--- src/rtl/bcng_queue.sv ---
// Short register queue between the front and back ends.
`timescale 1ns / 1ps

module bcng_queue #(
    parameter int W     = 8,
    parameter int DEPTH = 2
) (
    input  logic         i_clk,
    input  logic         i_rst_n,
    input  logic         i_wr,
    input  logic [W-1:0] i_data,
    output logic         o_full,
    input  logic         i_rd,
    output logic         o_empty,
    output logic [W-1:0] o_data
);

    localparam int PW = (DEPTH > 1) ? $clog2(DEPTH) : 1;
    localparam int CW = $clog2(DEPTH + 1);

    logic [W-1:0]  r_mem [DEPTH];
    logic [PW-1:0] r_wptr, n_wptr;
    logic [PW-1:0] r_rptr, n_rptr;
    logic [CW-1:0] r_cnt, n_cnt;
    logic          wr_en, rd_en;

    assign o_full  = (r_cnt == CW'(DEPTH));
    assign o_empty = (r_cnt == '0);
    assign o_data  = r_mem[r_rptr];
    assign wr_en   = i_wr && !o_full;
    assign rd_en   = i_rd && !o_empty;

    always_comb begin
        n_wptr = r_wptr;
        n_rptr = r_rptr;
        n_cnt  = r_cnt;
        if (wr_en) begin
            n_wptr = (r_wptr == PW'(DEPTH - 1)) ? '0 : r_wptr + PW'(1);
        end
        if (rd_en) begin
            n_rptr = (r_rptr == PW'(DEPTH - 1)) ? '0 : r_rptr + PW'(1);
        end
        if (wr_en && !rd_en) begin
            n_cnt = r_cnt + CW'(1);
        end else if (rd_en && !wr_en) begin
            n_cnt = r_cnt - CW'(1);
        end
    end

    always_ff @(posedge i_clk) begin
        if (!i_rst_n) begin
            r_wptr <= '0;
            r_rptr <= '0;
            r_cnt  <= '0;
        end else begin
            r_wptr <= n_wptr;
            r_rptr <= n_rptr;
            r_cnt  <= n_cnt;
        end
    end

    always_ff @(posedge i_clk) begin
        if (wr_en) begin
            r_mem[r_wptr] <= i_data;
        end
    end

endmodule

--- config.mk ---
export PLATFORM = sky130hd
export DESIGN_NAME = bcng_queue
export DESIGN_NICKNAME = d
export VERILOG_FILES = /design/src/rtl/bcng_queue.sv
export SDC_FILE = /design/constraint.sdc
export NUM_CORES = 1
export LEC_CHECK = 0
export BUFFER_PORTS_ARGS = -buffer_cell sky130_fd_sc_hd__buf_4
export CAP_MARGIN = 15
export CORE_MARGIN = 5
export CORE_UTILIZATION = 45
export CTS_CLUSTER_DIAMETER = 100
export DETAILED_ROUTE_END_ITERATION = 6
export PLACE_DENSITY = 0.81
export SLEW_MARGIN = 30
export SYNTH_ARGS = -nofsm -noshare
export SYNTH_HDL_FRONTEND = slang
export SYNTH_SLANG_ARGS = --single-unit
--- constraint.sdc ---
create_clock -name i_clk -period 2.8 [get_ports i_clk]
set_input_delay 0 -clock i_clk [delete_from_list [all_inputs] [get_ports i_clk]]
set_output_delay 0 -clock i_clk [all_outputs]
set_load 0.03 [all_outputs]
==> results of run 1 <==
[sequential cells by signal (all words and copies together) (netlist names), named ones only]
register  count
r_cnt         2
r_mem        16
r_rptr        1
r_wptr        1
[layer usage]
layer,wire [µm],global-route usage [%]
met4,27,5.11
met1,574,12.5
met2,782,22.5
met3,64,2.85
met5,0,0
[tightest hold or removal path, delay by kind of cell]
family / cells / cell delay (ps)
AOI/OAI and AO/OA: 2 / 240
buffers and inverters: 1 / 90
[layout make-up]
class / instances / area, µm²
clock buffer: 3 / 22.5
clock inverter: 1 / 5.00
fill: 145 / 616
inverter: 2 / 7.51
multi-input combinational: 26 / 216
sequential: 21 / 581
tap: 25 / 31.3
timing repair buffer: 30 / 248
[power breakdown]
group	switching (W)	total, W	internal, W
Combinational	0.000212	0.000389	0.000178
Sequential	0.0000419	0.000440	0.000398
Clock	0.0000863	0.000140	0.0000532
Total	0.000340	0.000969	0.000629
[cell families after synthesis]
kind of cell	count (synthesis)
compound gates	5
xor+xnor	3
fa+ha+maj	1
buf+inv	3
flops	21
mux	8
simple gates	9
[layout by cell type (no fill, tap or decap), types with 2 or more instances in the layout]
cell type,synthesis,layout
and2_1,3,3
buf_4,0,21
clkbuf_4,0,3
dfxtp_1,5,5
dlygate4sd3_1,0,9
edfxtp_1,16,16
mux2_2,8,8
nor2_1,2,2
xnor2_1,2,2
[per-stage QoR]
stage | cells | worst slack, ps | power (W) | hold WS [ps]
2_1_floorplan | 50 | 1250 | 0.000705 | 98.9
3_3_place_gp | 95 | 1300 | 0.000818 | 186
3_5_place_dp | 95 | 1220 | 0.000830 | 188
4_1_cts | 108 | 1200 | 0.000981 | 67.0
5_1_grt | 108 | 1080 | 0.00102 | 94.0
6_report | 108 | 1210 | 0.000969 | 73.7
[repair_timing]
item | CTS | global route
gates resized for setup | 0 | 0
hold endpoints to repair | 21 | 0
hold buffers | 9 | 0
setup endpoints to repair | 0 | 0
[final timing paths]
check | to | from
worst max register to register | r_cnt[1] | r_cnt[0]
worst min-delay path | r_wptr | i_wr
worst min register to register | r_cnt[1] | r_cnt[1]
worst max-delay path | r_cnt[1] | r_cnt[0]
==> metrics.csv, run 1 <==
stage,metric,value,unit
synthesis,fraction of registers with async set/reset,0,%
synthesis,"Cell Area, Synth",810,µm²
critical_path,"Req. time, crit path",3040,ps
timing,Final Hold Viols,0,
floorplanning,Ports,22,
flow_run,max_cap viols,0,
cts,CTS Buffer Depth,2,
worst_hold_path,HP Class,in2reg,
cts,Clock Sinks,21,
global_routing,global-route usage over all layers,12.0,%
route,final WL,1.45,mm
route,DR iter-0 viols,5,
placed_design,gpl congestion,0.667,
synthesis,simple-gate area share of the yosys netlist,6.80,%
timing,final period utilization,56.8,%
floorplanning,Initial Util,46.9,%
synthesis,"count leader, synth",edfxtp_1,
final_layout,final instance area,0.00111,mm²
final_layout,antenna cells,0,
synthesis,unique cell type count in the Yosys netlist,20,
global_routing,first-pass GRT wire length,2.33,mm
critical_path,reg2reg setup slack,1210,ps
route,DRT antenna net count,0,
cts,htree depth,1,
global_routing,final global-route overflow total,0,
synthesis,"EDFF count, synth",16,
critical_path,Max Fanout on Critical Path,5,
cts,setup bufs post-CTS,0,
global_routing,number of global-route vias before repair,572,
synthesis,Post-Synthesis Cells,50,
cts,total CTS buffers,3,
route,Residual DRC,0,
status,status,finished clean,
synthesis,adder-cell area share of the yosys netlist,1.55,%
final_layout,layout cell share with drive strength beyond 1,42.2,%
synthesis,Synth top area share,59.4,%
timing,RSZ-0062 raised after global routing,false,
critical_path,"delay-heaviest family, CP",simple AND/OR/NAND/NOR gates,
timing,max-slew violation count,0,
route,Via density,4.77,
critical_path,Buffers & Inverters on Critical Path,1,
cts,clock-pin slew on the worst setup and hold paths,110,ps
critical_path,crit-path cells,nand2b_1 > inv_2 > nor2_1 > ha_1 > or3_1 > a21boi_1,
synthesis,Synth Area in Compound Gates,4.02,%
route,drt pass-1 iters,3,
floorplanning,Core ar.,0.00173,mm²
synthesis,top post-synthesis cells by area,"edfxtp_1 (59%), dfxtp_1 (12%), mux2_2 (11%), and2_1 (2.3%), xnor2_1 (2.2%)",
synthesis,post-synthesis sequential area ratio,71.7,%
cts,clock root cell,clkbuf_4,
synthesis,Synth area leader,edfxtp_1,
placed_design,Buffers on Ports,21,
critical_path,Critical Path Stages,6,
synthesis,Ys Warns,0,
synthesis,post-synthesis mux area share,11.1,%
synthesis,"Avg Cell Area, Syn",16.2,µm²
critical_path,CP arrival,1830,ps
placed_design,post-place instance area,993,µm²
synthesis,largest family of logic cells by synthesized area,multiplexers,
timing,Final Setup Violations,0,
synthesis,xor/xnor share of the synthesized area,3.25,%
cts,Clock Latency Late Sink,300,ps
floorplanning,die height,52.4,µm
synthesis,post-synth net total,63,
synthesis,top_reg_cell synth,edfxtp_1,
timing,Setup Total Neg Slack,0,ps
timing,Slew HR,53.6,%
timing,Least-Margin Pin Slew,692,ps
critical_path,slowest cell delay on critical path,430,ps
synthesis,Synth Register Bits,21,
worst_hold_path,hold path depth,3,
final_layout,Final Core Density,64.3,%
timing,Max Clock Skew,1.22,ps
critical_path,Startpoint Class,register,
synthesis,Post-synth top cells,"edfxtp_1 (16), mux2_2 (8), dfxtp_1 (5), and2_1 (3)",
final_layout,Nets,97,
critical_path,slowest CP cell,dfxtp_1,
cts,CTS tree,yes,
floorplanning,Std-Cell Rows,15,
timing,fmax,629,MHz
floorplanning,die span in x,52.4,µm
floorplanning,Die Outline Area,0.00275,mm²
power,Max VDD drop,0.607,mV
route,Vias,515,
global_routing,largest net degree at the start of global routing,13,
global_routing,initial antenna violation count,0,
route,WL/cell,13.4,µm
power,P per Cell Area,872,mW/mm²
critical_path,FF-to-FF path depth,6,
critical_path,Worst setup EP type,register,
final_layout,Layout area overhead,37.2,%
timing,minimum clock period,1590,ps
critical_path,Crit Path Category,reg2reg,
power,leakage,0.437,nW
Note: power is estimated with default switching activity, not from simulation.
==> run 2, diff against run 1 <==
Clock period 2.8 ns to 1.5 ns, I/O delays scaled along.
==> metrics.csv, run 2 (synthesis gave the netlist of run 1 again) <==
stage,metric,value,unit
status,status,finished clean,
timing,minimum clock period,1430,ps
timing,Final Hold Viols,0,
final_layout,"commonest non-fill, non-tap cell in the layout",buf_4,
global_routing,first-pass GRT wire length,2.15,mm
cts,Clock Latency Late Sink,290,ps
cts,clock-pin slew on the worst setup and hold paths,110,ps
timing,final period utilization,95.4,%
timing,hold slack final,66.6,ps
final_layout,most frequent cells in the layout,"buf_4 (24), edfxtp_1 (16), dlygate4sd3_1 (9), mux2_2 (8)",
final_layout,Final Non-Filler Cells,111,
critical_path,Buffers & Inverters on Critical Path,1,
power,leakage,0.454,nW
power,combinational share of power,42.2,%
route,Vias,516,
worst_hold_path,HP Class,in2reg,
global_routing,final global-route overflow total,0,
critical_path,Crit Path Category,reg2reg,
final_layout,final instance area,0.00115,mm²
critical_path,Worst setup EP type,register,
route,drt pass-1 iters,3,
final_layout,Nets,100,
global_routing,number of global-route vias before repair,508,
timing,Setup Total Neg Slack,0,ps
power,Switch Pwr,0.000646,W
critical_path,slowest CP cell,dfxtp_4,
placed_design,gpl congestion,0.704,
final_layout,Layout area overhead,42.2,%
route,Via density,4.65,
global_routing,GRT met1 Usage,12.4,%
critical_path,"Req. time, crit path",1720,ps
global_routing,global-route usage over all layers,10.9,%
power,sequential share of power,44.4,%
critical_path,CP arrival,1660,ps
route,final WL,1.38,mm
floorplanning,Std-Cell Rows,15,
flow_run,max_cap viols,0,
cts,Clock Sinks,21,
floorplanning,die height,52.4,µm
global_routing,GR peak layer,met2,
power,Pint,0.00124,W
final_layout,max reg flops,16,
placed_design,post-place instance area,0.00102,mm²
global_routing,M2 GR Usage,18.6,%
power,P per Cell Area,1640,mW/mm²
cts,total CTS buffers,3,
final_layout,Largest regs,"r_mem (16), r_cnt (2)",
timing,RSZ-0062 raised after global routing,false,
placed_design,Buffers on Ports,21,
critical_path,"delay-heaviest family, CP",simple AND/OR/NAND/NOR gates,
global_routing,largest net degree at the start of global routing,12,
timing,max-slew violation count,0,
floorplanning,Die Outline Area,0.00275,mm²
global_routing,global-route track usage on met3,3.42,%
cts,CTS tree,yes,
critical_path,crit-path cells,nand2b_4 > inv_4 > nor2_1 > ha_1 > or3_1 > a21boi_1,
timing,Max Clock Skew,2.52,ps
timing,Final Setup Violations,0,
floorplanning,Initial Util,46.9,%
route,Residual DRC,0,
power,Clk network pwr share,13.4,%
final_layout,antenna cells,0,
final_layout,Largest Register,r_mem,
placed_design,post-placement cell count,97,
critical_path,Max Fanout on Critical Path,5,
timing,PnR worst setup slack,68.7,ps
cts,htree depth,1,
timing,Slew HR,72.7,%
cts,clock root cell,clkbuf_4,
critical_path,slowest cell delay on critical path,380,ps
global_routing,initial antenna violation count,0,
placed_design,pre-CTS WS,5.38,ps
power,Max VDD drop,1.16,mV
route,DR iter-0 viols,7,
floorplanning,Ports,22,
cts,CTS Buffer Depth,2,
power,Sw Share,34.2,%
timing,Least-Margin Pin Slew,409,ps
route,DRT antenna net count,0,
final_layout,layout cell share with drive strength beyond 1,47.7,%
floorplanning,die span in x,52.4,µm
critical_path,Startpoint Class,register,
route,WL/cell,12.4,µm
timing,fmax,699,MHz
floorplanning,Core ar.,0.00173,mm²
-- run 2: cell count changes in the layout (fill, tap and decap cells not counted) --
cell,change
nand2b_1,-1
dfxtp_4,+1
dfxtp_1,-2
o21ai_2,+1
dfxtp_2,+1
clkinv_2,-1
inv_4,+1
clkbuf_1,+1
o21ai_1,-1
buf_4,+3
inv_2,-1
nand2b_4,+1
-- run 2: power by group through the flow --
| stage | combinational, W | clock, W | sequential, W |
|---|---|---|---|
| after detailed placement | 0.000765 | 0 | 0.000843 |
| final | 0.000796 | 0.000252 | 0.000839 |
| after CTS | 0.000786 | 0.000258 | 0.000832 |
| after global placement | 0.000743 | 0 | 0.000834 |
| after floorplan | 0.000541 | 0 | 0.000800 |
| after global routing | 0.000853 | 0.000298 | 0.000852 |
-- run 2: metal layers --
metal	wire, µm	share of wire, %
met5	0	0
met4	12	0.87
met3	106	7.7
met2	702	51
met1	554	40
-- run 2: final cells by class --
type | instances | area (µm²)
Multi-Input combinational cell | 26 | 228
Tap cell | 25 | 31.3
Clock buffer | 4 | 26.3
Timing Repair Buffer | 33 | 270
Sequential cell | 21 | 586
Fill cell | 136 | 576
Inverter | 2 | 10.0
-- run 2: worst min-delay path, stage by stage --
cell and delay, ps:
buf_4 90, a21boi_0 70, o21a_1 160
-- run 2: repair_timing --
item / in CTS / in global routing
endpoints found under the setup margin: 1 / 2
hold endpoints to repair: 21 / 0
hold buffers: 9 / 0
gates resized for setup: 1 / 3
buffers inserted: 0 / 1
pin swaps: 0 / 1
-- run 2: path summary, 6_finish.rpt --
kind,start,endpoint,slack [ps],cells after the start
setup / recovery,r_cnt[0],r_cnt[1],70,6
hold / removal,i_wr,r_wptr,70,3
setup reg to reg,r_cnt[0],r_cnt[1],70,6
hold reg to reg,r_cnt[1],r_cnt[1],540,2
-- run 2: metrics by stage --
stage / util [%] / total power [W]
after floorplan: - / 0.00134
after global placement: 59.0 / 0.00158
after detailed placement: 59.0 / 0.00161
after CTS: 65.8 / 0.00188
after global routing: 66.7 / 0.00200
final: 66.7 / 0.00189
==> run 3, diff against run 2 <==
==> constraint.sdc (replaced) <==
create_clock -name i_clk -period 1.5 [get_ports i_clk]
set_input_delay 0.225 -clock i_clk [delete_from_list [all_inputs] [get_ports i_clk]]
set_output_delay 0.225 -clock i_clk [all_outputs]
set_load 0.03 [all_outputs]
==> metrics.csv, run 3 (synthesis gave the netlist of run 1 again) <==
stage,metric,value,unit
final_layout,Fillers,144,
global_routing,final global-route overflow total,0,
final_layout,most frequent cells in the layout,"buf_4 (24), edfxtp_1 (16), mux2_2 (8), and2_1 (3), clkbuf_4 (3)",
floorplanning,die span in x,52.4,µm
final_layout,antenna cells,0,
global_routing,global-route usage over all layers,10.3,%
route,Vias,481,
timing,fmax,693,MHz
route,DRT antenna net count,0,
cts,cts hold-fix bufs,0,
timing,RSZ-0062 raised after global routing,true,
critical_path,crit-path cells,mux2_2 > buf_4,
power,Pint,0.00123,W
power,Max VDD drop,1.15,mV
route,DR iter-0 viols,6,
final_layout,Seq. cell area,589,µm²
final_layout,area occupied by multi-input gates,228,µm²
floorplanning,Ports,22,
timing,Final Hold Viols,0,
cts,total CTS buffers,3,
floorplanning,die height,52.4,µm
timing,minimum clock period,1440,ps
placed_design,pre-CTS WS,5.38,ps
critical_path,CP arrival,1220,ps
final_layout,max reg flops,16,
timing,Max Clock Skew,1.30,ps
critical_path,Max Fanout on Critical Path,8,
power,Sw Share,34.0,%
route,top routing layer in use,met4,
floorplanning,Core ar.,0.00173,mm²
route,drt pass-1 iters,4,
cts,htree depth,1,
critical_path,Startpoint Class,register,
power,P per Cell Area,1760,mW/mm²
cts,clock-pin slew on the worst setup and hold paths,100,ps
global_routing,first-pass GRT wire length,2.02,mm
route,WL/cell,12.8,µm
placed_design,gpl congestion,0.704,
global_routing,number of global-route vias before repair,487,
route,WL met3,122,µm
cts,CTS Buffer Depth,2,
power,Clk network pwr share,13.3,%
timing,max-slew violation count,0,
final_layout,layout cell share with drive strength beyond 1,54.5,%
final_layout,"commonest non-fill, non-tap cell in the layout",buf_4,
status,status,finished clean,
timing,Setup Total Neg Slack,0,ps
final_layout,Largest regs,"r_mem (16), r_cnt (2)",
critical_path,Buffers & Inverters on Critical Path,1,
critical_path,Crit Path Category,reg2out,
cts,Clock Sinks,21,
route,DR WL met2,651,µm
timing,final period utilization,96.1,%
route,final WL,1.30,mm
route,M1 WL,514,µm
timing,PnR worst setup slack,57.8,ps
critical_path,"delay-heaviest family, CP",flip-flops,
power,total power,0.00187,W
critical_path,"Req. time, crit path",1270,ps
power,combinational share of power,41.6,%
final_layout,Layout area overhead,31.5,%
power,sequential share of power,45.2,%
flow_run,max_cap viols,0,
critical_path,Worst setup EP type,output pin,
timing,Least-Margin Pin Slew,401,ps
floorplanning,Initial Util,46.9,%
global_routing,initial antenna violation count,0,
timing,Final Setup Violations,0,
cts,Clock Latency Late Sink,280,ps
cts,CTS tree,yes,
critical_path,slowest CP cell,dfxtp_4,
worst_hold_path,HP Class,in2reg,
power,leakage,0.417,nW
final_layout,Largest Register,r_mem,
placed_design,Buffers on Ports,21,
floorplanning,Die Outline Area,0.00275,mm²
cts,clock root cell,clkbuf_4,
critical_path,slowest cell delay on critical path,420,ps
final_layout,Nets,91,
route,Via density,4.72,
timing,Slew HR,73.3,%
global_routing,largest net degree at the start of global routing,12,
route,Residual DRC,0,
power,Switch Pwr,0.000636,W
floorplanning,Std-Cell Rows,15,
run 3: cell types whose count changed in the layout (fill, tap and decap cells not counted), sizes merged:
cell	change
dlygate4sd3	-9
run 3: power groups by stage:
stage / registers [W] / clock network, W / logic, W
6_report: 0.000844 / 0.000248 / 0.000777
5_1_grt: 0.000859 / 0.000295 / 0.000834
4_1_cts: 0.000838 / 0.000258 / 0.000768
3_5_place_dp: 0.000843 / 0 / 0.000765
3_3_place_gp: 0.000834 / 0 / 0.000743
2_1_floorplan: 0.000800 / 0 / 0.000541
run 3: final cells by class:
cell class	count	share of cell area [%]
inverters	2	0.940
well taps	25	2.94
flip-flops and latches	21	55.3
clock buffers	4	2.47
multi-input cells	26	21.4
repair buffers	24	16.9
run 3: per-stage QoR:
step	area, µm²	hold WS (ps)	utilization, %	cells
floorplan	820	324	-	50
global placement	1020	411	59.0	97
detailed placement	1020	413	59.0	97
CTS	1050	109	60.8	101
global route	1060	87.0	61.7	102
finish	1060	116	61.7	102
run 3: worst paths after layout:
path,start,endpoint,slack (ps),depth (start not counted)
worst max-delay path,register,o_data[0],60,2
worst min register to register,r_cnt[1],r_cnt[1],540,2
worst max register to register,r_cnt[0],r_cnt[1],70,6
worst min-delay path,i_data[1],r_mem[1][1],120,1
run 3: worst register-to-register path: cells and delay by family, from the launching register on:
kind / cells / cell delay (ps)
AO/OA/AOI/OAI: 1 / 110
AND/OR/NAND/NOR: 3 / 540
buffers and inverters: 1 / 60
adder cells (fa/ha/maj): 1 / 290
flip-flops: 1 / 370
run 3: timing repair:
item | CTS | global route
buffers inserted | 0 | 1
setup endpoints to repair | 9 | 5
pin swaps | 0 | 1
resized for setup | 3 | 3
run 3: per-layer routing:
metal  track usage (%)  up-vias
met3              3.99        2
met5                 0        -
met1              11.4      224
met2              16.9       17
li1                  -      238
met4              5.11        0
