`config.mk`:
```
export PLATFORM = sky130hd
export DESIGN_NAME = bcng_back
export DESIGN_NICKNAME = d
export VERILOG_FILES = /design/src/rtl/bcng_pkg.sv /design/src/rtl/bcng_back.sv
export SDC_FILE = /design/constraint.sdc
export NUM_CORES = 1
export LEC_CHECK = 0
export CORE_AREA = 2 2 278 280
export DETAILED_ROUTE_END_ITERATION = 6
export DIE_AREA = 0 0 280 282
export DONT_BUFFER_PORTS = 1
export GPL_ROUTABILITY_DRIVEN = 0
export RECOVER_POWER = 25
export SLEW_MARGIN = 20
export SYNTH_ARGS = -nofsm -noshare
export SYNTH_HDL_FRONTEND = slang
export SYNTH_SLANG_ARGS = --single-unit
```
`constraint.sdc`:
```
create_clock -name i_clk -period 7.8 [get_ports i_clk]
set_input_delay 0 -clock i_clk [delete_from_list [all_inputs] [get_ports i_clk]]
set_output_delay 0 -clock i_clk [all_outputs]
set_load 0.02 [all_outputs]
```
`src/rtl/bcng_pkg.sv`:
```
// Types, constants and elaboration helpers for the neighbour generator.
`timescale 1ns / 1ps

package bcng_pkg;

    localparam int ID_W     = 64;
    localparam int LAYOUT_W = 14;
    localparam int NCFG     = 3;
    localparam int FMAX     = 4;
    localparam int PDATA_W  = 64;
    localparam int PADDR_W  = 6;

    typedef enum logic [2:0] {
        REG_LAYOUT0 = 3'd0,
        REG_LAYOUT1 = 3'd1,
        REG_LAYOUT2 = 3'd2,
        REG_BOUNDS0 = 3'd3,
        REG_BOUNDS1 = 3'd4,
        REG_BOUNDS2 = 3'd5,
        REG_DIAG    = 3'd6
    } t_reg_idx;

    typedef struct packed {
        logic [NCFG-1:0][LAYOUT_W-1:0] layout;
        logic [NCFG-1:0][63:0]         bounds;
        logic                          diag;
    } t_cfg;

    // Bound comparisons of one field value, taken in the first front stage.
    typedef struct packed {
        logic le_lo;
        logic gt_hip1;
        logic ge_hi;
        logic lt_lom1;
    } t_cmp;

    // Everything the back end needs to apply a step of one field.
    typedef struct packed {
        logic [ID_W-1:0] clr;
        logic [ID_W-1:0] vm;
        logic [ID_W-1:0] vp;
        logic            okm;
        logic            okp;
    } t_fstep;

    // One neighbour candidate: which fields move and in which direction.
    typedef struct packed {
        logic [FMAX-1:0] fmask;
        logic [FMAX-1:0] fplus;
    } t_entry;

    function automatic logic [ID_W-1:0] f_fmask(input logic [5:0] wm1);
        return {ID_W{1'b1}} >> (6'd63 - wm1);
    endfunction

    function automatic logic [ID_W-1:0] f_sext32(input logic [31:0] b);
        return {{32{b[31]}}, b};
    endfunction

    function automatic int f_num_entries(input int nf);
        int p;
        p = 1;
        for (int i = 0; i < nf; i++) p = p * 3;
        return p - 1;
    endfunction

    // Candidate number e in emission order: single-field steps first, then the
    // combinations from all fields down to pairs with their sign patterns.
    function automatic t_entry f_entry(input int nf, input int e);
        t_entry r;
        int     n;
        int     pc;
        int     cnt;
        r = '0;
        n = 2 * nf;
        if (e < 2 * nf) begin
            r.fmask[e >> 1] = 1'b1;
            r.fplus[e >> 1] = e[0];
        end else begin
            for (int k = nf; k > 1; k--) begin
                for (int v = (1 << nf) - 1; v >= 0; v--) begin
                    pc = 0;
                    for (int f = 0; f < nf; f++) pc = pc + ((v >> f) & 1);
                    if (pc == k) begin
                        for (int p = 0; p < (1 << k); p++) begin
                            if (n == e) begin
                                cnt = 0;
                                for (int f = 0; f < nf; f++) begin
                                    if (((v >> (nf - 1 - f)) & 1) == 1) begin
                                        r.fmask[f] = 1'b1;
                                        r.fplus[f] = (((p >> (k - 1 - cnt)) & 1) == 1);
                                        cnt = cnt + 1;
                                    end
                                end
                            end
                            n = n + 1;
                        end
                    end
                end
            end
        end
        return r;
    endfunction

endpackage

```
`src/rtl/bcng_back.sv`:
```
// Back end: walks the neighbour candidates of the queue head, one per cycle while results are taken.
`timescale 1ns / 1ps

module bcng_back #(
    parameter int NUM_FIELDS = 3
) (
    input  logic                                   i_clk,
    input  logic                                   i_rst_n,
    input  logic                                   i_diag,
    input  logic                                   i_q_empty,
    input  logic [bcng_pkg::ID_W-1:0]              i_base,
    input  bcng_pkg::t_fstep [NUM_FIELDS-1:0]      i_steps,
    output logic                                   o_q_rd,
    output logic                                   o_empty,
    input  logic                                   i_pop,
    output logic [bcng_pkg::ID_W-1:0]              o_neighbour_id,
    output logic                                   o_found,
    output logic                                   o_is_last
);

    import bcng_pkg::*;

    localparam int NE      = f_num_entries(NUM_FIELDS);
    localparam int NSINGLE = 2 * NUM_FIELDS;
    localparam int IW      = (NE > 1) ? $clog2(NE) : 1;

    logic [NUM_FIELDS-1:0] ent_fmask [NE];
    logic [NUM_FIELDS-1:0] ent_fplus [NE];
    logic [NE-1:0]         ent_valid;
    logic [NUM_FIELDS-1:0] okm, okp;
    logic [NUM_FIELDS-1:0] cur_fmask, cur_fplus;
    logic [ID_W-1:0]       cand;
    logic                  any, last, adv, load;
    logic [ID_W-1:0]       res_id;
    logic                  res_found, res_last;

    logic [IW-1:0]   r_idx, n_idx;
    logic            r_out_vld, n_out_vld;
    logic [ID_W-1:0] r_nid;
    logic            r_found, r_last;

    always_comb begin
        for (int f = 0; f < NUM_FIELDS; f++) begin
            okm[f] = i_steps[f].okm;
            okp[f] = i_steps[f].okp;
        end
    end

    // A candidate is valid when every field it moves can take its step; multi-field candidates also need diag.
    for (genvar e = 0; e < NE; e++) begin : g_ent
        localparam t_entry C = f_entry(NUM_FIELDS, e);
        logic [NUM_FIELDS-1:0] sel;
        logic                  all_ok;

        assign ent_fmask[e] = C.fmask[NUM_FIELDS-1:0];
        assign ent_fplus[e] = C.fplus[NUM_FIELDS-1:0];
        assign sel    = (C.fplus[NUM_FIELDS-1:0] & okp) | (~C.fplus[NUM_FIELDS-1:0] & okm);
        assign all_ok = &(~C.fmask[NUM_FIELDS-1:0] | sel);
        if (e < NSINGLE) begin : g_single
            assign ent_valid[e] = all_ok;
        end else begin : g_diag
            assign ent_valid[e] = all_ok && i_diag;
        end
    end

    assign cur_fmask = ent_fmask[r_idx];
    assign cur_fplus = ent_fplus[r_idx];
    assign any       = |ent_valid;
    assign last      = ~|((ent_valid >> r_idx) >> 1);
    assign adv       = !r_out_vld || i_pop;

    // Later fields win where fields overlap.
    always_comb begin
        cand = i_base;
        for (int f = 0; f < NUM_FIELDS; f++) begin
            if (cur_fmask[f]) begin
                cand = (cand & ~i_steps[f].clr) | (cur_fplus[f] ? i_steps[f].vp : i_steps[f].vm);
            end
        end
    end

    always_comb begin
        n_idx     = r_idx;
        load      = 1'b0;
        o_q_rd    = 1'b0;
        res_id    = cand;
        res_found = 1'b1;
        res_last  = last;
        priority if (i_q_empty) begin
            n_idx = r_idx;
        end else if (!any) begin
            if (adv) begin
                load      = 1'b1;
                res_id    = '0;
                res_found = 1'b0;
                res_last  = 1'b1;
                o_q_rd    = 1'b1;
                n_idx     = '0;
            end
        end else if (ent_valid[r_idx]) begin
            if (adv) begin
                load = 1'b1;
                if (last) begin
                    o_q_rd = 1'b1;
                    n_idx  = '0;
                end else begin
                    n_idx = r_idx + IW'(1);
                end
            end
        end else begin
            n_idx = r_idx + IW'(1);
        end
    end

    always_comb begin
        n_out_vld = r_out_vld;
        if (load) begin
            n_out_vld = 1'b1;
        end else if (i_pop && r_out_vld) begin
            n_out_vld = 1'b0;
        end
    end

    always_ff @(posedge i_clk) begin
        if (!i_rst_n) begin
            r_idx     <= '0;
            r_out_vld <= 1'b0;
        end else begin
            r_idx     <= n_idx;
            r_out_vld <= n_out_vld;
        end
    end

    always_ff @(posedge i_clk) begin
        if (load) begin
            r_nid   <= res_id;
            r_found <= res_found;
            r_last  <= res_last;
        end
    end

    assign o_empty        = !r_out_vld;
    assign o_neighbour_id = r_nid;
    assign o_found        = r_found;
    assign o_is_last      = r_last;

endmodule

```
==> metrics.txt, run 1 <==
Distinct cells, synth 66; CTS root buffer clkbuf_16; # resized after CTS 0; final core utilization between 10 and 15%; Achievable Freq 209.7 MHz; first-pass GRT wire length between 70000 and 80000 um; Hold WC Path Type in -> reg; I/O pins slightly above 700; initial antenna violation count 30; Synth top area share 23.53%; Layout Skew 11.84 ps; DRT antenna net count 0; WS Path Type reg -> reg; Top FF cell, synth edfxtp_1; hold depth 3; post-synth top area cell edfxtp_1; WP data required 7930 ps; Clock transition at path regs about 80 ps; CP endpoint kind register; Initial Util 11.13%; Yosys reg bits between 70 and 80; GRT Resource Usage Total 13.69%; routed wire length 58810 um; Die Area ~79000 um2; die height 282 um; Core Area 75700 um2; CTS tree built; fin nets between 1500 and 2000; number of global-route vias before repair just under 10000; period utilization 61.13%; worst-margin pin slew 1217 ps; clock sink total 72; First DRT Iteration DRCs 1161; sequential element share of the synthesized area between 20% and 30%; FILL cells 8728; CP startpoint kind register; worst r2r src r_idx[1]$_SDFFE_PN0P_; Mapped Cells 1303; vias per cell about 4.5; postcts setup bufs 0; crit-path max cell delay 620 ps; Post-Syn Area ~8400 um2; final setup fails 0; Overflow after GRT 0; largest net degree at the start of global routing 65; LEAKAGE 3.528 nW; drt first pass iters 5; Synth Area per Inst 6.465 um2; detailed placement HPWL 44600 um; Post-synth EDFFs 66; share of layout cells above drive strength 1 9.887%; WHS between 20 and 30 ps; syn_nets 1961; drc violations 0; CTS Buf Count 9; Slew Limit Fails 0; Hold Startpoint i_steps[395]; minimum clock period 4768 ps; Cell Rows 101; Worst R2R Path Depth 12; H-Tree Level Count 3; end of the worst hold path o_neighbour_id[5]$_DFFE_PP_; Critical Path Fanout Max 39; RSZ-0062 raised after global routing no; setup tns final 0 ps; worst-case clock buffer depth 2; Final Hold Fails 0; routed len/inst approximately 25 um; slowest CP cell and2_4; reg-to-reg slack, setup 3030 ps; crit path buf inv count 5; cells along the critical path buf_4 > clkinv_1 > ha_1 > nand2_1 > o21ai_0 > and2_4 > buf_4 > a21oi_1 > o21ai_0 > dlygate4sd3_1 > a21oi_1 > dlygate4sd3_1; Crit path max-delay family buffers and inverters; synth warn 0; synth top area cells edfxtp_1 24%, nand2_1 21%, a21oi_1 20%; FF-to-FF End o_neighbour_id[23]$_DFFE_PP_; MaxCap Viol Count 0; Max VDD drop 0.1012 mV; Die Span X 280 um; Syn-to-layout area delta 27.12%; Post-synth ARST share 0%; Port Buffers 0; outcome completed; power density over the cells between 150 and 200 nW/um2; Max-slew headroom 18.86%; crit path DAT 4900 ps; via count 10580; worst skew pair latency 380 ps
-- where the power goes --
group	total, mW	internal, mW	switching, mW
registers	0.582	0.493	0.0892
clock network	0.479	0.249	0.230
logic	0.637	0.245	0.392
-- cell families (layout without fill, tap and decap cells) --
group / Yosys count / after routing / share of synthesized area, %
compound gates: 483 / 483 / 31.03
xor+xnor: 1 / 1 / 0.1040
fa+ha+maj: 7 / 7 / 1.040
buf+inv: 118 / 140 / 5.896
flops: 72 / 72 / 24.95
mux: 77 / 77 / 10.98
other cells: 0 / 22 / 0
simple gates: 545 / 545 / 26.01
-- sequential cells by signal (all words and copies together), names as in the netlist --
register,flops
o_is_last,1
o_neighbour_id,64
o_found,1
r_out_vld,1
r_idx,5
-- layer usage --
| metal | global-route usage, % | up-vias | wire (um) |
|---|---|---|---|
| li1 | - | 4626 | - |
| met1 | 15.78 | 4984 | 22580 |
| met2 | 21.55 | 802 | 26550 |
| met3 | 5.436 | 149 | 6562 |
| met4 | 7.775 | 16 | 3012 |
| met5 | 0 | - | 102 |
-- through the flow --
step	cell area, um2	power (mW)	setup WS (ps)	instances
CTS	10650	1.723	3139	2303
floorplan	8424	0.9437	1107	1303
finish	10710	1.698	3032	2325
global placement	9448	1.136	3730	2196
global route	10700	1.804	2800	2322
detailed placement	9448	1.139	3679	2196
-- cell usage after synthesis (5+ instances only) --
master / number
a21oi_1: 338
a31oi_1: 7
buf_1: 18
buf_2: 25
clkbuf_1: 60
clkinv_1: 5
dfxtp_1: 6
edfxtp_1: 66
ha_1: 7
inv_1: 6
mux2_2: 67
nand2_1: 475
nand2b_1: 7
nand3_1: 12
nand3b_1: 5
nor2_1: 12
nor2b_1: 6
nor3_1: 7
o21a_1: 7
o21ai_0: 78
o31ai_1: 6
-- timing repair --
item | CTS | global route
endpoints found under the hold margin | 67 | 0
hold buffers | 91 | 0
endpoints found under the setup margin | 0 | 0
-- worst reg2reg max path, cell delays in order, from the launching register on --
cell	delay (ps)
dfxtp_1	310
buf_4	340
clkinv_1	370
ha_1	480
nand2_1	70
o21ai_0	200
and2_4	620
buf_4	510
a21oi_1	160
o21ai_0	220
dlygate4sd3_1	580
a21oi_1	60
dlygate4sd3_1	590
-- area by class of cell --
cell class	instances	area [um2]	area share [%]
Tap cell	978	1224	11.43
Multi-Input combinational cell	1113	5916	55.24
Antenna cell	22	55.05	0.5141
Clock buffer	9	225.2	2.103
Sequential cell	72	2102	19.63
Inverter	11	41.29	0.3856
Clock inverter	7	70.07	0.6543
Timing Repair Buffer	113	1076	10.05
-- worst max path at each step --
stage	from	endpoint	slack, ps	depth (start not counted)
2_1_floorplan	r_idx[1]$_SDFFE_PN0P_	o_found$_SDFFCE_PP1P_	1110	8
3_3_place_gp	r_idx[1]$_SDFFE_PN0P_	o_neighbour_id[1]$_DFFE_PP_	3730	13
3_5_place_dp	r_idx[1]$_SDFFE_PN0P_	o_neighbour_id[1]$_DFFE_PP_	3680	13
4_1_cts	r_idx[1]$_SDFFE_PN0P_	o_neighbour_id[1]$_DFFE_PP_	3140	14
5_1_grt	r_idx[1]$_SDFFE_PN0P_	o_neighbour_id[1]$_DFFE_PP_	2800	14
6_report	r_idx[1]$_SDFFE_PN0P_	o_neighbour_id[23]$_DFFE_PP_	3030	12
-- cell usage in the layout, fill, tap and decap left out, drive strengths merged, types with 6 or more instances in the layout --
master	netlist	layout
nand2	475	475
a21oi	340	340
dlygate4sd3	0	91
o21ai	82	82
mux2	67	67
edfxtp	66	66
diode	0	22
buf	47	22
nand3	12	12
nor2	12	12
clkbuf	60	9
clkinv	5	9
nand2b	7	7
a31oi	7	7
ha	7	7
inv	6	7
o21a	7	7
nor3	7	7
nor2b	6	6
o31ai	6	6
dfxtp	6	6
Power figures use the tool's default switching activity.
==> inputs of run 2 (changes only) <==
ABC_AREA = 1   (was default)
CORE_AREA = 2 2 279 281   (was 2 2 278 280)
DIE_AREA = 0 0 281 283   (was 0 0 280 282)
clock period = 4.65 ns   (was 7.8 ns; I/O delays follow)
==> metrics.txt, run 2 <==
Mapped Cells about 1500; Final Hold Fails 0; first-pass GRT wire length 91600 um; fin nets 2274; FILL cells about 9000; crit path DAT 4500 ps; Core Area around 77000 um2; largest net degree at the start of global routing 91; Yosys reg bits 72; Synth Area per Inst 5.828 um2; clock sink total 72; Final Worst Setup Slack about 290 ps; CTS Buf Count 9; most frequent cells in the layout 382 x nand2_1, 297 x nor2_1, 154 x inv_1, 140 x o21ai_0, 120 x dlygate4sd3_1; Initial Util 11.75%; period utilization 93.87%; DRT antenna net count 0; Layout Skew approximately 20 ps; slowest CP cell dfxtp_1; Pwr Total 3.062 mW; die height 283 um; final setup fails 0; # resized after CTS 0; MaxCap Viol Count 0; syn_nets 2204; RSZ-0062 raised after global routing no; Die Span X 281 um; Post-synth EDFFs 66; Slew Limit Fails 0; Port Buffers 0; LEAKAGE about 5 nW; Hold WC Path Type in -> reg; vias per cell between 4 and 5; sequential element share of the synthesized area 23.33%; worst-case clock buffer depth 2; worst skew pair latency 390 ps; Max VDD drop 0.1463 mV; Overflow after GRT 0; crit-path max cell delay approximately 930 ps; CTS root buffer clkbuf_16; WP data required 4790 ps; share of layout cells above drive strength 1 under 10%; synth top area cells edfxtp_1 22%, nand2_1 16%, nor2_1 12%; Synth top area share between 20 and 25%; Top FF cell, synth edfxtp_1; Cell Rows 102; CTS tree built; drc violations 0; H-Tree Level Count 3; Syn-to-layout area delta 31.72%; synth warn 0; crit path buf inv count 4; drt first pass iters 5; Post-synth ARST share 0%; power density over the cells approximately 260 nW/um2; CP endpoint kind register; initial antenna violation count 38; First DRT Iteration DRCs 1071; routed wire length 70900 um; Die Area 79520 um2; met1 usage 18.10%; Distinct cells, synth 34; Crit path max-delay family buffers and inverters; post-synth top area cell edfxtp_1; Critical Path Fanout Max 22; setup tns final 0 ps; met2 Track Usage GR 29.82%; Max-slew headroom 38.53%; top post-synthesis cells by count 384 x nand2_1, 298 x nor2_1, 154 x inv_1; number of global-route vias before repair approximately 11000; detailed placement HPWL roughly 58000 um; Clock transition at path regs 80 ps; most numerous cell in the Yosys netlist nand2_1; GRT Resource Usage Total roughly 17%; worst-margin pin slew roughly 920 ps; cells along the critical path ha_1 > nand2_1 > a21oi_1 > o21ai_4 > buf_12 > buf_4 > buf_4 > o21ai_0 > nand2_1 > o21ai_0 > o31ai_1 > a2bb2oi_1 > dlygate4sd3_1 > nor2_1; I/O pins 719; outcome completed; met3 Use GR 5.640%; routed len/inst 26.39 um; Post-Syn Area 9010 um2; Largest register FFs 64; dpl ws 965.1 ps; CP startpoint kind register; global route hottest layer met2; leading cell type in the layout, fill and taps excluded nand2_1; via count 11780; Achievable Freq 229.1 MHz; minimum clock period 4365 ps; WS Path Type reg -> reg
-- run 2: repair_timing --
item	in CTS	in global routing
hold endpoints to repair	65	0
buffers inserted	0	0
endpoints found under the setup margin	0	0
hold buffers	120	0
-- run 2: cell type report --
type / count / area [um2] / share of cell area [%]
Sequential cell: 72 / 2102 / 17.71
Tap cell: 1040 / 1301 / 10.96
Clock buffer: 9 / 225.2 / 1.898
Inverter: 165 / 629.4 / 5.303
Timing Repair Buffer: 165 / 1672 / 14.09
Clock inverter: 7 / 60.06 / 0.5061
Antenna cell: 25 / 62.56 / 0.5271
Multi-Input combinational cell: 1203 / 5816 / 49.00
-- run 2: worst paths after layout --
path / start / end / slack [ps] / depth (start not counted)
max reg2reg: r_idx[0]$_SDFFE_PN0P_ / o_neighbour_id[37]$_DFFE_PP_ / 290 / 14
min reg2reg: r_idx[4]$_SDFFE_PN0P_ / r_idx[4]$_SDFFE_PN0P_ / 730 / 2
min: i_q_empty / o_neighbour_id[0]$_DFFE_PP_ / 30 / 2
max: r_idx[0]$_SDFFE_PN0P_ / o_neighbour_id[37]$_DFFE_PP_ / 290 / 14
-- run 2: power breakdown --
group | internal (mW) | switching (mW) | total [mW]
clock | 0.373 | 0.402 | 0.775
combinational | 0.499 | 0.799 | 1.30
sequential | 0.824 | 0.166 | 0.989
total | 1.70 | 1.37 | 3.06
-- run 2: logic make-up after synthesis --
group | count (synthesis) | synth area share (%)
buffers and inverters | 271 | 13.08
xor gates and xnor gates | 2 | 0.1945
adders and majority gates | 7 | 0.9720
AOI/OAI and AO/OA | 418 | 28.01
DFF | 72 | 23.33
and+or+nand+nor | 776 | 34.41
-- run 2: routing by layer --
layer,part of all wire [%],wire length (um)
met3,10,7327
met5,0.21,148
met4,5.0,3569
met1,36,25570
met2,48,34280
-- run 2: metrics by stage --
stage	instance area [um2]	std cells	utilization (%)	hold slack, ps
after global routing	11860	2681	15.46	22.80
after detailed placement	10320	2525	13.45	162.5
final	11870	2686	15.47	26.17
after floorplan	9010	1546	-	138.4
after global placement	10290	2524	13.42	143.5
after CTS	11810	2661	15.39	4.514
==> inputs of run 3 (changes only) <==
CORE_AREA = 2 2 276 278   (was 2 2 279 281)
DIE_AREA = 0 0 278 280   (was 0 0 281 283)
==> metrics.txt, run 3 (synthesis results as in run 2) <==
final non-filler cell total 2610; final core utilization approximately 16%; leading cell type in the layout, fill and taps excluded nand2_1; Syn-to-layout area delta 29.75%; power density over the cells around 260 nW/um2; worst r2r src r_idx[0]$_SDFFE_PN0P_; MaxCap Viol Count 0; drt first pass iters 7; setup tns final 0 ps; CTS tree built; Cell Rows 101; cts-stage hold buffer count 125; cells along the critical path ha_1 > ha_1 > or2_0 > nand3_4 > clkinv_2 > buf_4 > nor2_1 > o31ai_1 > a2bb2oi_1 > dlygate4sd3_1 > nor2_1; GRT Resource Usage Total 15.98%; Port Buffers 0; end of the worst hold path o_neighbour_id[26]$_DFFE_PP_; DRT antenna net count 0; Core Area 75190 um2; Worst R2R Path Depth 11; largest net degree at the start of global routing 105; crit-path max cell delay 940 ps; placed cells 2454; final setup fails 0; slowest CP cell dfxtp_1; first-pass GRT wire length 85530 um; Max-slew headroom 25.35%; worst skew pair latency 390 ps; fin nets 2270; Overflow after GRT 0; FF-to-FF End o_neighbour_id[31]$_DFFE_PP_; postcts setup bufs 0; FF+latch area 2102 um2; CP startpoint kind register; Largest register FFs between 60 and 70; # resized after CTS 0; Die Span X 278 um; CTS Buf Count 9; Critical Path Fanout Max 24; WS Path Type reg -> reg; H-Tree Level Count 3; drc violations 13; Final Hold Fails 0; First DRT Iteration DRCs around 1200; Layout Skew 28.69 ps; CTS root buffer clkbuf_16; crit path buf inv count 3; minimum clock period ~4200 ps; die height 280 um; worst-margin pin slew between 1000 and 1500 ps; Hold Startpoint i_steps[416]; cell area after layout 11690 um2; reg-to-reg slack, setup 490 ps; outcome complete, but fails checks; Crit path max-delay family buffers and inverters; Area after DPL about 10000 um2; Die Area 77840 um2; period utilization 89.56%; I/O pins 719; Slew Limit Fails 0; clock sink total 72; multi-input logic area around 5800 um2; routed len/inst 25.26 um; Achievable Freq 240.1 MHz; RSZ-0062 raised after global routing no; LEAKAGE between 5 and 6 nW; WP data required around 4900 ps; violated checks design-rule violations; Initial Util 11.98%; vias per cell 4.524; routed wire length approximately 66000 um; Hold WC Path Type in -> reg; crit path DAT 4380 ps; Pwr Total 3.066 mW; hold depth 3; initial antenna violation count 34; most frequent cells in the layout 382 x nand2_1, 297 x nor2_1, 154 x inv_1, 141 x o21ai_0, 125 x dlygate4sd3_1; worst-case clock buffer depth 2; Max VDD drop 0.2052 mV; Clock transition at path regs 100 ps; share of layout cells above drive strength 1 5.442%; via count 11810; FILL cells 8692; number of global-route vias before repair 11100; detailed placement HPWL 53230 um; CP endpoint kind register
run 3: cell types whose count changed in the layout (fill, tap and decap cells not counted), sizes merged:
cell         before  now
dlygate4sd3     120  125
buf              45   36
inv             167  166
diode            25   15
clkinv            2    3
run 3: through the flow:
step           setup slack (ps)  hold WS (ps)
2_1_floorplan             158.9         138.4
3_3_place_gp               1096         153.4
3_5_place_dp               1031         149.6
4_1_cts                   436.7         4.397
5_1_grt                   269.6         31.76
6_report                  485.5         37.92
run 3: where the power goes:
part	internal, mW	total (mW)	switching [mW]
logic	0.489	1.29	0.803
clock network	0.375	0.804	0.429
registers	0.824	0.971	0.147
run 3: worst max-delay path by stage:
stage                                from                           end  slack [ps]  cells past startpoint
floorplan           r_idx[0]$_SDFFE_PN0P_         o_found$_SDFFCE_PP1P_         160                     10
global placement    r_idx[0]$_SDFFE_PN0P_  o_neighbour_id[16]$_DFFE_PP_        1100                      9
detailed placement  r_idx[0]$_SDFFE_PN0P_  o_neighbour_id[16]$_DFFE_PP_        1030                      9
CTS                 r_idx[0]$_SDFFE_PN0P_  o_neighbour_id[16]$_DFFE_PP_         440                     10
global route        r_idx[0]$_SDFFE_PN0P_  o_neighbour_id[16]$_DFFE_PP_         270                     10
finish              r_idx[0]$_SDFFE_PN0P_  o_neighbour_id[31]$_DFFE_PP_         490                     11
run 3: per-layer routing:
metal / GRT usage [%] / vias up / part of all wire [%] / wire [um]
li1: - / 5263 / - / -
met1: 17.25 / 5360 / 35 / 23240
met5: 0 / - / 0.25 / 168
met2: 27.60 / 969 / 48 / 31910
met3: 4.955 / 189 / 11 / 6930
met4: 9.258 / 26 / 5.6 / 3680
run 3: tightest hold or removal path, delay by kind of cell:
| kind | cells | cell delay (ps) |
|---|---|---|
| simple gates | 2 | 140 |
| compound gates | 1 | 150 |
run 3: layout make-up:
class                   count  area share (%)
multi-input cells        1203           49.71
flip-flops and latches     72           17.98
repair buffers            161           13.66
well taps                 978           10.47
inverters                 165           5.384
clock buffers               9           1.927
clock inverters             7          0.5566
diodes                     15          0.3211
